[src/rtl/core/bfee_pkg.sv]
// Package: shared types and constants of the edge-extrapolated box filter.
package bfee_pkg;

   localparam int TABLE_DEPTH = 4096;
   localparam int ADDR_W      = $clog2(TABLE_DEPTH);
   localparam int CNT_W       = ADDR_W + 1;
   localparam int SAMPLE_W    = 18;
   localparam int RADIUS_W    = 11;
   localparam int SUM_W       = 40;
   localparam int DIV_W       = 42;
   localparam int WIN_W       = RADIUS_W + 2;
   localparam int SLOPE_LIMIT = 3277;
   localparam int ONE_Q15     = 32768;
   localparam int RADIUS_RESET = 100;

   typedef enum logic [3:0] {
      ST_IDLE,
      ST_PRIME_RD,
      ST_PRIME_ACC,
      ST_READY,
      ST_DIV,
      ST_SLIDE_RD,
      ST_SLIDE_ACC,
      ST_OUT
   } state_type;

   // read operand selection for the datapath
   typedef enum logic [1:0] {
      RD_HEAD0,
      RD_HEAD1,
      RD_TAIL0,
      RD_TAIL1
   } rd_sel_type;

   typedef struct packed {
      logic        load_wr;      // write sample, bump length
      logic        load_clear;   // discard prior table
      logic        finish;       // compute radius, start end reads
      logic        end_rd;       // read an end sample
      rd_sel_type  end_sel;
      logic        prime_rd;     // read window position k for priming
      logic        prime_acc;    // add read value to sum
      logic        div_start;
      logic        slide_rd;     // read i-r / i+r+1
      logic        slide_acc;
      logic        out_load;
   } cmd_type;

   typedef struct packed {
      logic single;       // table of one sample
      logic prime_done;
      logic div_done;
      logic is_last;
      logic full;
   } sts_type;

endpackage

[src/rtl/core/bfee_ctrl.sv]
// Controller: sequences loading, priming, division and sliding.
module bfee_ctrl (
   input  logic                 clock,
   input  logic                 reset,
   input  logic                 req_valid,
   output logic                 req_stall,
   input  logic                 req_action,
   input  logic                 req_last_in,
   output logic                 rsp_valid,
   input  logic                 rsp_stall,
   output bfee_pkg::cmd_type    cmd,
   input  bfee_pkg::sts_type    sts
);
   import bfee_pkg::*;

   state_type state_ff, state_in;
   logic ready_ff, ready_in;     // finished table pending
   logic [1:0] fin_ff, fin_in;   // end-read phase after finish
   logic vld_ff, vld_in;
   logic acc;

   assign req_stall = (state_ff != ST_IDLE) || (vld_ff && rsp_stall);
   assign acc = req_valid && !req_stall;
   assign rsp_valid = vld_ff;

   always_comb begin
      state_in = state_ff;
      unique case (state_ff)
         ST_IDLE: begin
            if (acc && !req_action && req_last_in) state_in = ST_PRIME_RD;
            else if (acc && req_action && ready_ff)
               state_in = sts.single ? ST_OUT : ST_DIV;
         end
         ST_PRIME_RD:  state_in = (fin_ff != 2'd3) ? ST_PRIME_RD :
                                  sts.single ? ST_IDLE : ST_PRIME_ACC;
         ST_PRIME_ACC: state_in = sts.prime_done ? ST_READY : ST_PRIME_ACC;
         ST_READY:     state_in = ST_IDLE;
         ST_DIV:       state_in = sts.div_done ? (sts.is_last ? ST_OUT : ST_SLIDE_RD)
                                               : ST_DIV;
         ST_SLIDE_RD:  state_in = ST_SLIDE_ACC;
         ST_SLIDE_ACC: state_in = ST_IDLE;
         ST_OUT:       state_in = ST_IDLE;
         default:      state_in = ST_IDLE;
      endcase
   end

   always_comb begin
      cmd = '0;
      cmd.end_sel = RD_HEAD0;
      fin_in = fin_ff;
      ready_in = ready_ff;
      vld_in = vld_ff && rsp_stall;
      if (acc && !req_action) begin
         cmd.load_wr = 1'b1;
         // only a pending finished table is discarded; otherwise samples append
         cmd.load_clear = ready_ff;
         ready_in = 1'b0;
         if (req_last_in) begin cmd.finish = 1'b1; fin_in = '0; end
      end
      unique case (state_ff)
         ST_PRIME_RD: begin
            // cycles: head read, tail read, wait, then priming
            if (fin_ff == 2'd0) begin cmd.end_rd = 1'b1; cmd.end_sel = RD_HEAD0; end
            if (fin_ff == 2'd1) begin cmd.end_rd = 1'b1; cmd.end_sel = RD_TAIL0; end
            if (fin_ff != 2'd3) fin_in = fin_ff + 2'd1;
            else if (sts.single) begin
               ready_in = 1'b1;
               cmd.prime_rd = 1'b0;
            end else cmd.prime_rd = 1'b1;
         end
         ST_PRIME_ACC: begin
            cmd.prime_acc = 1'b1;
            cmd.prime_rd = !sts.prime_done;
         end
         ST_READY: ready_in = 1'b1;
         ST_DIV: begin
            if (sts.div_done) begin
               cmd.out_load = 1'b1; vld_in = 1'b1;
               if (sts.is_last) ready_in = 1'b0;
               else cmd.slide_rd = 1'b1;
            end
         end
         ST_SLIDE_RD: cmd.slide_acc = 1'b1;
         ST_OUT: begin
            if (sts.single) begin
               cmd.out_load = 1'b1; vld_in = 1'b1; ready_in = 1'b0;
            end
         end
         default: ;
      endcase
      if (state_ff == ST_IDLE && acc && req_action && ready_ff && !sts.single)
         cmd.div_start = 1'b1;
      if (state_ff == ST_IDLE && acc && req_action && ready_ff && sts.single) begin
         cmd.end_rd = 1'b1; cmd.end_sel = RD_HEAD0;
      end
   end

   always_ff @(posedge clock) begin
      if (reset) begin
         state_ff <= ST_IDLE; ready_ff <= 1'b0;
         fin_ff <= '0; vld_ff <= 1'b0;
      end else begin
         state_ff <= state_in; ready_ff <= ready_in;
         fin_ff <= fin_in; vld_ff <= vld_in;
      end
   end

endmodule

[config.mk]
export PLATFORM = sky130hd
export DESIGN_NAME = bfee_ctrl
export DESIGN_NICKNAME = d
export VERILOG_FILES = /design/src/rtl/core/bfee_pkg.sv /design/src/rtl/core/bfee_ctrl.sv
export SDC_FILE = /design/constraint.sdc
export NUM_CORES = 1
export LEC_CHECK = 0
export BUFFER_PORTS_ARGS = -buffer_cell sky130_fd_sc_hd__buf_2
export CORE_AREA = 4 4 48 50
export CTS_CLUSTER_DIAMETER = 120
export DETAILED_ROUTE_END_ITERATION = 10
export DIE_AREA = 0 0 52 54
export HOLD_SLACK_MARGIN = 0.1
export PLACE_DENSITY = 0.57
export SLEW_MARGIN = 20
export SYNTH_ARGS = -nofsm -noshare
export SYNTH_HDL_FRONTEND = slang
export SYNTH_SLANG_ARGS = --single-unit
[constraint.sdc]
create_clock -name clock -period 1.3 [get_ports clock]
set_input_delay 0.13 -clock clock [delete_from_list [all_inputs] [get_ports clock]]
set_output_delay 0.13 -clock clock [all_outputs]
set_load 0.03 [all_outputs]
After elaboration in Yosys (flattened, before gate mapping). Index checks and enable logic that the tools add are counted.

Latch bits: 0. Bits in read-only memories: 0. Memories: 0. Logic and storage cells: 74. RAM bits: 0. Flip-flop bits (word level): 8. Input bits: 11.

Bitwise gates (word level): 0. Order comparisons: 0. Add/subtract/negate cells: 1. Muxes and demuxes: 41. Reduce and logical (&&, ||, !) cells: 19. $mul: 0. Shift operators: 0. Equality and inequality tests: 9. Div/mod/pow operators: 0.

Operator list (number): 2-to-1 mux 1 bit (20); one-hot mux 4 bit (5 select lines) (1); 2-to-1 mux 2 bit (9); 2-to-1 mux 3 bit (5); == test 4 x 3 -> 1 bit (second input constant) (3); logical AND 1 bit (11); == test 4 x 2 -> 1 bit (second input constant) (2); 2-to-1 mux 4 bit (2); one-hot mux 1 bit (2 select lines) (3); == test 4 x 1 -> 1 bit (second input constant) (1); logical NOT 1 bit (4); logical NOT 4 bit (1); one-hot mux 1 bit (4 select lines) (1); nonzero test 4 bit (1); inequality test 3 bit (second input constant) (1); adder 2 x 1 -> 2 bit (second input constant) (1); == test 2 x 1 -> 1 bit (second input constant) (1); logical NOT 2 bit (1); inequality test 2 bit (second input constant) (1); logical OR 1 bit (1).

Depth between registers and ports, before layout. Gate-level depths: netlist of run 1.

Word-level depth: 9. Gate-level depth with buffers: 5. Mapped depth without buffers: 4.

Worst setup path after synthesis of run 1. OpenSTA, ideal clock, no wires.

Path kind: reg-to-output. From: register state_ff[0]. To: output port cmd[3] (netlist name). Arrival: 1.573 ns. Path buffers: 0. Path slack: -0.403 ns. Data required time: 1.170 ns. Stages on the path, launching flop included: 4. Cells stage by stage: dfxtp_1 -> nor3_4 -> nand4_1 -> nor3b_1.

RTL lines: start, declared (line bfee_ctrl.sv:16) `state_type state_ff, state_in;`; start signal, assigned (line bfee_ctrl.sv:103) `state_ff <= state_in; ready_ff <= ready_in;`; end, declared (line bfee_ctrl.sv:11) `output bfee_pkg::cmd_type cmd,`.

==> flow_summary.ini, run 1 <==
[place]
dpl_cell_area_um2 = 812
hpwl_mm = 1.29
io_buffers = 22
place_ws_ns = -0.0697
dp_cells = 135
gp_congestion = 0.735

[die]
coreArea_mm2 = 0.00190
io_pins = 25
die-height_um = 54
fp-row-count = 16
die-area_mm2 = 0.00281
die_x_um = 52
initial_core_util_pct = 31.1

[pwr]
p_per_area_mw_per_mm2 = 2020
power_mw = 2.37
ir_worst_vdd_mv = 1.30
leakage_nw = 0.519

[sta]
finalCritPeriodShare_pct = 123
finalSetupViolCount = 16
holdWs_ns = 0.117
rsz0062_at_grt = true
fmax_ghz = 0.628
fin_tns_setup_ns = -1.93
report.final.slew_viol_count = 0
post-route-worst-setup-slack_ns = -0.293
fin_crit_ns = 1.59
finClkSkew_ns = 0.00453
hold_violations = 0

[clock_tree]
cts_tree = done
clockBufferDepth = 2
htree_levels = 1
clk_pin_slew_ns = 0.05
clkSinkCount = 7
hold_buffers = 0
clk_latency_ns = 0.25
cts_buffers = 3
root_buffer = clkbuf_4

[yosys]
synth_seq_cells = 7
yosysSeqAreaShare_pct = 23.7
synth_edf_count = 0
synth_area_um2 = 592
yosysWarningCount = 0
synthTopCellsByArea = dfxtp_1 (24%), a21oi_1 (6.8%), ha_1 (6.3%), buf_6 (5.7%), nor2_1 (5.1%)
synth_nets = 92
synthFlopType = dfxtp_1
yosysTopAreaCell = dfxtp_1
synth_cells = 78
synth_cell_types = 31
synth_top_area_share_pct = 23.7
avgSynthCellArea_um2 = 7.59
synthArstFlopShare_pct = 0
ys_top_cells_by_count = a21oi_1 (8), nor2_1 (8), dfxtp_1 (7), nand2_1 (6)

[worst_setup_path]
path_buf_inv = 1
criticalPathCategory = register to primary output
worstPathRequired_ns = 1.17
cp_data_arrival_time_ns = 1.46
critPathTopFamily = simple AND/OR/NAND/NOR gates
crit_chain = nor3_4, nand4_1, o21ai_1, buf_4
worstSetupStartpointType = register
crit_fanout = 5
end_kind = primary output
r2r_slack_ns = -0.05
slowest_delay_ns = 0.37
cpMaxStageDelayCell = dfxtp_4

[drt]
drt_iter0_drc = 13
dr.pass1.iters = 4
drc = 0
via_per_inst = 4.89
routedWlPerCell_um = 13.4
postRouteAntennaNets = 0
vias = 748
drt-total-wl_mm = 2.05

[global_route]
grt_pass1_wl_mm = 2.95
track_usage_pct = 14.3
grt_max_degree = 8
antenna_found_initial = 0
grt_pass1_vias = 669
grt-ovfl-total = 0

[outcome]
status = finished with violations
violations = negative setup slack

[finish]
final_cell_area_mm2 = 0.00117
finalNonFillerCells = 153
diodes = 0
utilization_pct = 61.6
fill_cells = 170
syn2layout_area_growth_pct = 97.9
drive_gt1_share_pct = 67.5
nets = 141

[hold_path]
hold_path_class = primary input to register

[job]
maxCapViolations = 0
-- what timing repair did --
action,in CTS,in global routing
pin swaps,8,7
buffers inserted,9,7
setup endpoints to repair,12,19
gates resized for setup,37,31
hold endpoints to repair,0,0
-- power breakdown --
part	total [mW]	switching (mW)	internal, mW
clock network	0.199	0.0868	0.113
logic	1.79	0.875	0.912
registers	0.381	0.0864	0.294
total	2.37	1.05	1.32
-- worst paths after layout --
path	from	end	depth (start not counted)
worst max register to register	state_ff[1]$_SDFFE_PP0P_	fin_ff[0]$_SDFF_PP0_	7
worst min register to register	ready_ff$_SDFF_PP0_	ready_ff$_SDFF_PP0_	2
worst max-delay path	state_ff[1]$_SDFFE_PP0P_	cmd[8]	4
worst min-delay path	reset	fin_ff[1]$_SDFF_PP0_	2
-- state kept, by name, indices dropped and copies added (netlist names) --
register	count
fin_ff	2
state_ff	3
ready_ff	1
rsp_valid	1
-- placed cells by master, fill, tap and decap left out, types with 2 or more instances in the layout --
master | synthesis | final
nor3b_4 | 0 | 2
a21oi_2 | 0 | 4
dfxtp_4 | 0 | 3
nor3_1 | 3 | 3
buf_4 | 1 | 18
nor2_4 | 0 | 2
o21ai_1 | 3 | 2
nand3_1 | 5 | 3
buf_6 | 3 | 19
dfxtp_1 | 7 | 3
nor2_2 | 0 | 2
nand3_2 | 0 | 2
inv_2 | 0 | 2
inv_1 | 5 | 2
buf_2 | 0 | 10
nor2_1 | 8 | 4
nand2_1 | 6 | 5
o21ai_2 | 0 | 2
a21oi_1 | 8 | 4
nand2b_4 | 1 | 2
clkbuf_4 | 0 | 4
-- cell type report --
class / count / area, µm² / share of cell area [%]
Sequential cell: 7 / 153 / 13.0
Tap cell: 27 / 33.8 / 2.88
Inverter: 5 / 23.8 / 2.03
Multi-Input combinational cell: 62 / 527 / 45.0
Timing Repair Buffer: 48 / 407 / 34.7
Clock buffer: 3 / 22.5 / 1.92
Clock inverter: 1 / 5.00 / 0.427
-- layer usage --
layer,routed length (µm),up-vias,global-route usage [%],part of all wire [%]
met5,0,-,0,0
met4,9,0,5.24,0.44
met3,88,2,1.94,4.3
met2,1100,13,25.3,54
met1,848,362,17.4,41
li1,-,371,-,-
-- logic make-up after synthesis --
kind of cell | after synthesis | synth area share, %
compound gates | 19 | 19.0
buf+inv | 9 | 10.1
mux | 1 | 1.90
other cells | 1 | 0.634
simple gates | 38 | 38.3
fa+ha+maj | 3 | 6.34
flops | 7 | 23.7
Note: power is estimated with default switching activity, not from simulation.
==> run 2, diff against run 1 <==
--- a/config.mk
+++ b/config.mk
@@ -6,12 +6,12 @@
 export NUM_CORES = 1
 export LEC_CHECK = 0
 export BUFFER_PORTS_ARGS = -buffer_cell sky130_fd_sc_hd__buf_2
-export CORE_AREA = 4 4 48 50
+export CORE_AREA = 4 4 43 45
 export CTS_CLUSTER_DIAMETER = 120
 export DETAILED_ROUTE_END_ITERATION = 10
-export DIE_AREA = 0 0 52 54
+export DIE_AREA = 0 0 47 49
 export HOLD_SLACK_MARGIN = 0.1
-export PLACE_DENSITY = 0.57
+export PLACE_DENSITY = 0.7
 export SLEW_MARGIN = 20
 export SYNTH_ARGS = -nofsm -noshare
 export SYNTH_HDL_FRONTEND = slang
==> constraint.sdc (replaced) <==
create_clock -name clock -period 1.4 [get_ports clock]
set_input_delay 0.14 -clock clock [delete_from_list [all_inputs] [get_ports clock]]
set_output_delay 0.14 -clock clock [all_outputs]
set_load 0.03 [all_outputs]
==> flow_summary.ini, run 2 (synthesis gave the netlist of run 1 again) <==
[die]
die-height_um = 49
fp-row-count = 14
coreArea_mm2 = 0.00147
die-area_mm2 = 0.00230
initial_core_util_pct = 40.2
die_x_um = 47
io_pins = 25

[pwr]
p_per_area_mw_per_mm2 = 1890
ir_worst_vdd_mv = 1.08
leakage_nw = 0.463
power_mw = 1.91

[job]
maxCapViolations = 0

[worst_setup_path]
crit_fanout = 5
slowest_delay_ns = 0.36
criticalPathCategory = register to primary output
worstRegToRegCells = 6
end_kind = primary output
crit_chain = nor3_4, nand4_1, nor3b_2, buf_4
cpMaxStageDelayCell = dfxtp_4
worstSetupStartpointType = register
cp_data_arrival_time_ns = 1.40
worstPathRequired_ns = 1.26

[global_route]
grt-ovfl-total = 0
grt_max_degree = 13
track_usage_pct = 17.5
grt_pass1_vias = 713
grt_pass1_wl_mm = 3.07
antenna_found_initial = 0

[clock_tree]
clk_latency_ns = 0.26
clkSinkCount = 7
cts_buffers = 3
root_buffer = clkbuf_4
htree_levels = 1
clk_pin_slew_ns = 0.07
cts_tree = done
clockBufferDepth = 2

[drt]
dr.pass1.iters = 4
postRouteAntennaNets = 0
drt_iter0_drc = 14
routedWlPerCell_um = 13.7
vias = 725
drc = 0
drt-total-wl_mm = 1.84
via_per_inst = 5.41

[finish]
largestRegisters = state_ff: 3 flops, fin_ff: 2 flops
largest_register = state_ff
nets = 133
final_cell_area_mm2 = 0.00101
fill_cells = 121
mostFrequentLayoutCells = buf_4 (17), buf_2 (12), buf_6 (11), a21oi_1 (8)
drive_gt1_share_pct = 57.6
largest_reg_flops = 3
diodes = 0
final_common_cell = buf_4
syn2layout_area_growth_pct = 70.2
seq_area_um2 = 151
multi_input_area_um2 = 478

[sta]
fin_tns_setup_ns = -0.592
fmax_ghz = 0.651
report.final.slew_viol_count = 0
finalCritPeriodShare_pct = 110
post-route-worst-setup-slack_ns = -0.136
hold_violations = 0
finalSetupViolCount = 9
holdWs_ns = 0.115
rsz0062_at_grt = true
finClkSkew_ns = 0.0124
fin_crit_ns = 1.54

[place]
io_buffers = 22
dpl_cell_area_um2 = 752
gp_congestion = 0.824
hpwl_mm = 1.20

[hold_path]
hold_path_depth = 2
hold_path_class = primary input to register

[outcome]
status = finished with violations
violations = negative setup slack
==> run 2: routing by layer <==
metal	share of wire, %	vias up	wire [µm]	global-route usage [%]
li1	-	355	-	-
met1	41	335	749	21.6
met2	51	29	935	29.6
met3	5.9	6	109	3.69
met4	2.4	0	45	4.61
met5	0	-	0	0
==> run 2: final cells by class <==
cell class | instances | share of cell area (%)
Tap cell | 16 | 1.99
Clock buffer | 3 | 2.24
Inverter | 5 | 1.86
Multi-Input combinational cell | 62 | 47.5
Timing Repair Buffer | 40 | 30.9
Sequential cell | 7 | 15.0
Clock inverter | 1 | 0.497
==> run 2: per-stage QoR <==
step	cells	util, %	worst slack [ns]
5_1_grt	134	68.5	-0.222
4_1_cts	132	63.8	-0.138
2_1_floorplan	78	-	-0.0518
3_3_place_gp	119	51.1	0.0383
6_report	134	68.5	-0.136
3_5_place_dp	119	51.1	0.0293
==> run 2: final timing paths <==
path                            start                  endpoint  slack (ns)
max reg2reg  state_ff[0]$_SDFFE_PP0P_  state_ff[0]$_SDFFE_PP0P_        0.05
max          state_ff[1]$_SDFFE_PP0P_                    cmd[3]       -0.14
min reg2reg      fin_ff[1]$_SDFF_PP0_      fin_ff[1]$_SDFF_PP0_        0.49
min                             reset      rsp_valid$_SDFF_PP0_        0.12
==> run 2: report_power, final <==
group | internal [mW] | total [mW] | switching (mW) | leakage [nW]
Sequential | 0.270 | 0.343 | 0.0738 | 0.0597
Clock | 0.105 | 0.194 | 0.0894 | 0.0177
Combinational | 0.672 | 1.37 | 0.697 | 0.386
Total | 1.05 | 1.91 | 0.860 | 0.463
==> run 2: what timing repair did <==
item / in CTS / in global routing
hold endpoints to repair: 0 / 0
endpoints found under the setup margin: 10 / 12
buffers inserted: 9 / 2
hold buffers: 0 / 0
pin swaps: 7 / 4
resized for setup: 27 / 18
==> run 2: critical path, delay by kind of cell, from the launching register on <==
| kind | cells | cell delay, ns |
|---|---|---|
| buffers and inverters | 1 | 0.18 |
| flip-flops | 1 | 0.36 |
| AND/OR/NAND/NOR | 3 | 0.61 |
==> run 3, diff against run 2 <==
--- a/config.mk
+++ b/config.mk
@@ -12,6 +12,7 @@
 export DIE_AREA = 0 0 47 49
 export HOLD_SLACK_MARGIN = 0.1
 export PLACE_DENSITY = 0.7
+export SETUP_SLACK_MARGIN = 0.5
 export SLEW_MARGIN = 20
 export SYNTH_ARGS = -nofsm -noshare
 export SYNTH_HDL_FRONTEND = slang
==> flow_summary.ini, run 3 (synthesis gave the netlist of run 1 again) <==
[outcome]
status = finished with violations
violations = negative setup slack

[clock_tree]
clk_pin_slew_ns = 0.06
clockBufferDepth = 2
clk_latency_ns = 0.25
cts_buffers = 3
clkSinkCount = 7
htree_levels = 1
root_buffer = clkbuf_4
cts_tree = done

[global_route]
grt.busiest_layer = met2
grt_pass1_wl_mm = 3.26
use_met2_pct = 31.7
met1_usage_pct = 23.7
grt_max_degree = 11
grt_util_met3_pct = 3.32
antenna_found_initial = 0
grt-ovfl-total = 0
grt_pass1_vias = 711
track_usage_pct = 19.3

[pwr]
ir_worst_vdd_mv = 1.05
p_per_area_mw_per_mm2 = 1840
leakage_nw = 0.449

[die]
die-height_um = 49
io_pins = 25
coreArea_mm2 = 0.00147
die-area_mm2 = 0.00230
fp-row-count = 14
initial_core_util_pct = 40.2
die_x_um = 47

[sta]
fmax_ghz = 0.646
finClkSkew_ns = 0.00495
post-route-worst-setup-slack_ns = -0.148
hold_violations = 0
fin_crit_ns = 1.55
fin_tns_setup_ns = -0.790
rsz0062_at_grt = true
report.final.slew_viol_count = 0
finalCritPeriodShare_pct = 111
holdWs_ns = 0.112
finalSetupViolCount = 10

[worst_setup_path]
r2r_slack_ns = -0.01
path_buf_inv = 2
worstPathRequired_ns = 1.26
reg2reg_to = state_ff[0]$_SDFFE_PP0P_
worstSetupStartpointType = register
cpMaxStageDelayCell = dfxtp_4
cp_data_arrival_time_ns = 1.41
crit_chain = nor3_4, nand4_1, buf_6, nor3b_4, buf_6
criticalPathCategory = register to primary output
cp_common_cell = buf_6
r2r-start = state_ff[2]$_SDFFE_PP0P_
critPathTopFamily = simple AND/OR/NAND/NOR gates
worstRegToRegCells = 6
slowest_delay_ns = 0.35
crit_fanout = 3
end_kind = primary output

[place]
io_buffers = 22
gp_congestion = 0.741
dpl_cell_area_um2 = 800
hpwl_mm = 1.22

[drt]
routedWlPerCell_um = 15.2
postRouteAntennaNets = 0
dr.pass1.iters = 4
drt_iter0_drc = 11
via_per_inst = 5.47
vias = 706
drt-total-wl_mm = 1.96
drc = 0

[finish]
diodes = 0
syn2layout_area_growth_pct = 80.8
final_cell_area_mm2 = 0.00107
largest_reg_flops = 3
mostFrequentLayoutCells = buf_6 (14), buf_2 (11), buf_4 (9), nand2_1 (5), a21oi_1 (5)
largestRegisters = state_ff: 3 flops, fin_ff: 2 flops
drive_gt1_share_pct = 67.3
nets = 128
final_common_cell = buf_6
utilization_pct = 72.7
largest_register = state_ff

[hold_path]
hold_path_depth = 2
hold_path_class = primary input to register
hp-start = reset
whs_endpoint = fin_ff[1]$_SDFF_PP0_

[job]
maxCapViolations = 0
## run 3: area by class of cell
cell class                      instances  area [µm²]
Multi-Input combinational cell         62         551
Fill cell                             105         402
Timing Repair Buffer                   35         295
Sequential cell                         7         153
Clock buffer                            4        26.3
Inverter                                5        25.0
Tap cell                               16        20.0
## run 3: routing by layer
metal,part of all wire (%),routed length [µm]
met1,40,788
met2,57,1110
met3,1.9,38
met4,1.0,20
met5,0,0
## run 3: worst max path at each step
| stage | end | depth (start not counted) | startpoint | slack (ns) |
|---|---|---|---|---|
| final | cmd[3] | 5 | state_ff[0]$_SDFFE_PP0P_ | -0.15 |
| after detailed placement | cmd[3] | 4 | state_ff[0]$_SDFFE_PP0P_ | 0.05 |
| after global routing | cmd[3] | 5 | state_ff[2]$_SDFFE_PP0P_ | -0.24 |
| after CTS | cmd[3] | 5 | state_ff[0]$_SDFFE_PP0P_ | -0.13 |
| after global placement | cmd[3] | 4 | state_ff[1]$_SDFFE_PP0P_ | 0.05 |
| after floorplan | cmd[3] | 4 | state_ff[1]$_SDFFE_PP0P_ | -0.01 |
## run 3: metrics by stage
step | power, mW | worst slack (ns) | std cells
2_1_floorplan | 1.11 | -0.0140 | 78
3_3_place_gp | 1.32 | 0.0486 | 116
3_5_place_dp | 1.33 | 0.0468 | 116
4_1_cts | 1.85 | -0.128 | 127
5_1_grt | 2.09 | -0.236 | 129
6_report | 1.96 | -0.148 | 129
## run 3: power breakdown
| group | switching, mW | leakage (nW) | internal, mW |
|---|---|---|---|
| logic | 0.801 | 0.374 | 0.635 |
| registers | 0.0700 | 0.0602 | 0.271 |
| clock network | 0.0788 | 0.0150 | 0.109 |
## run 3: what timing repair did
item,CTS,global route
endpoints found under the hold margin,0,0
hold buffers,0,0
setup buffers,7,2
pin swaps,13,5
endpoints found under the setup margin,20,20
gates resized for setup,41,9
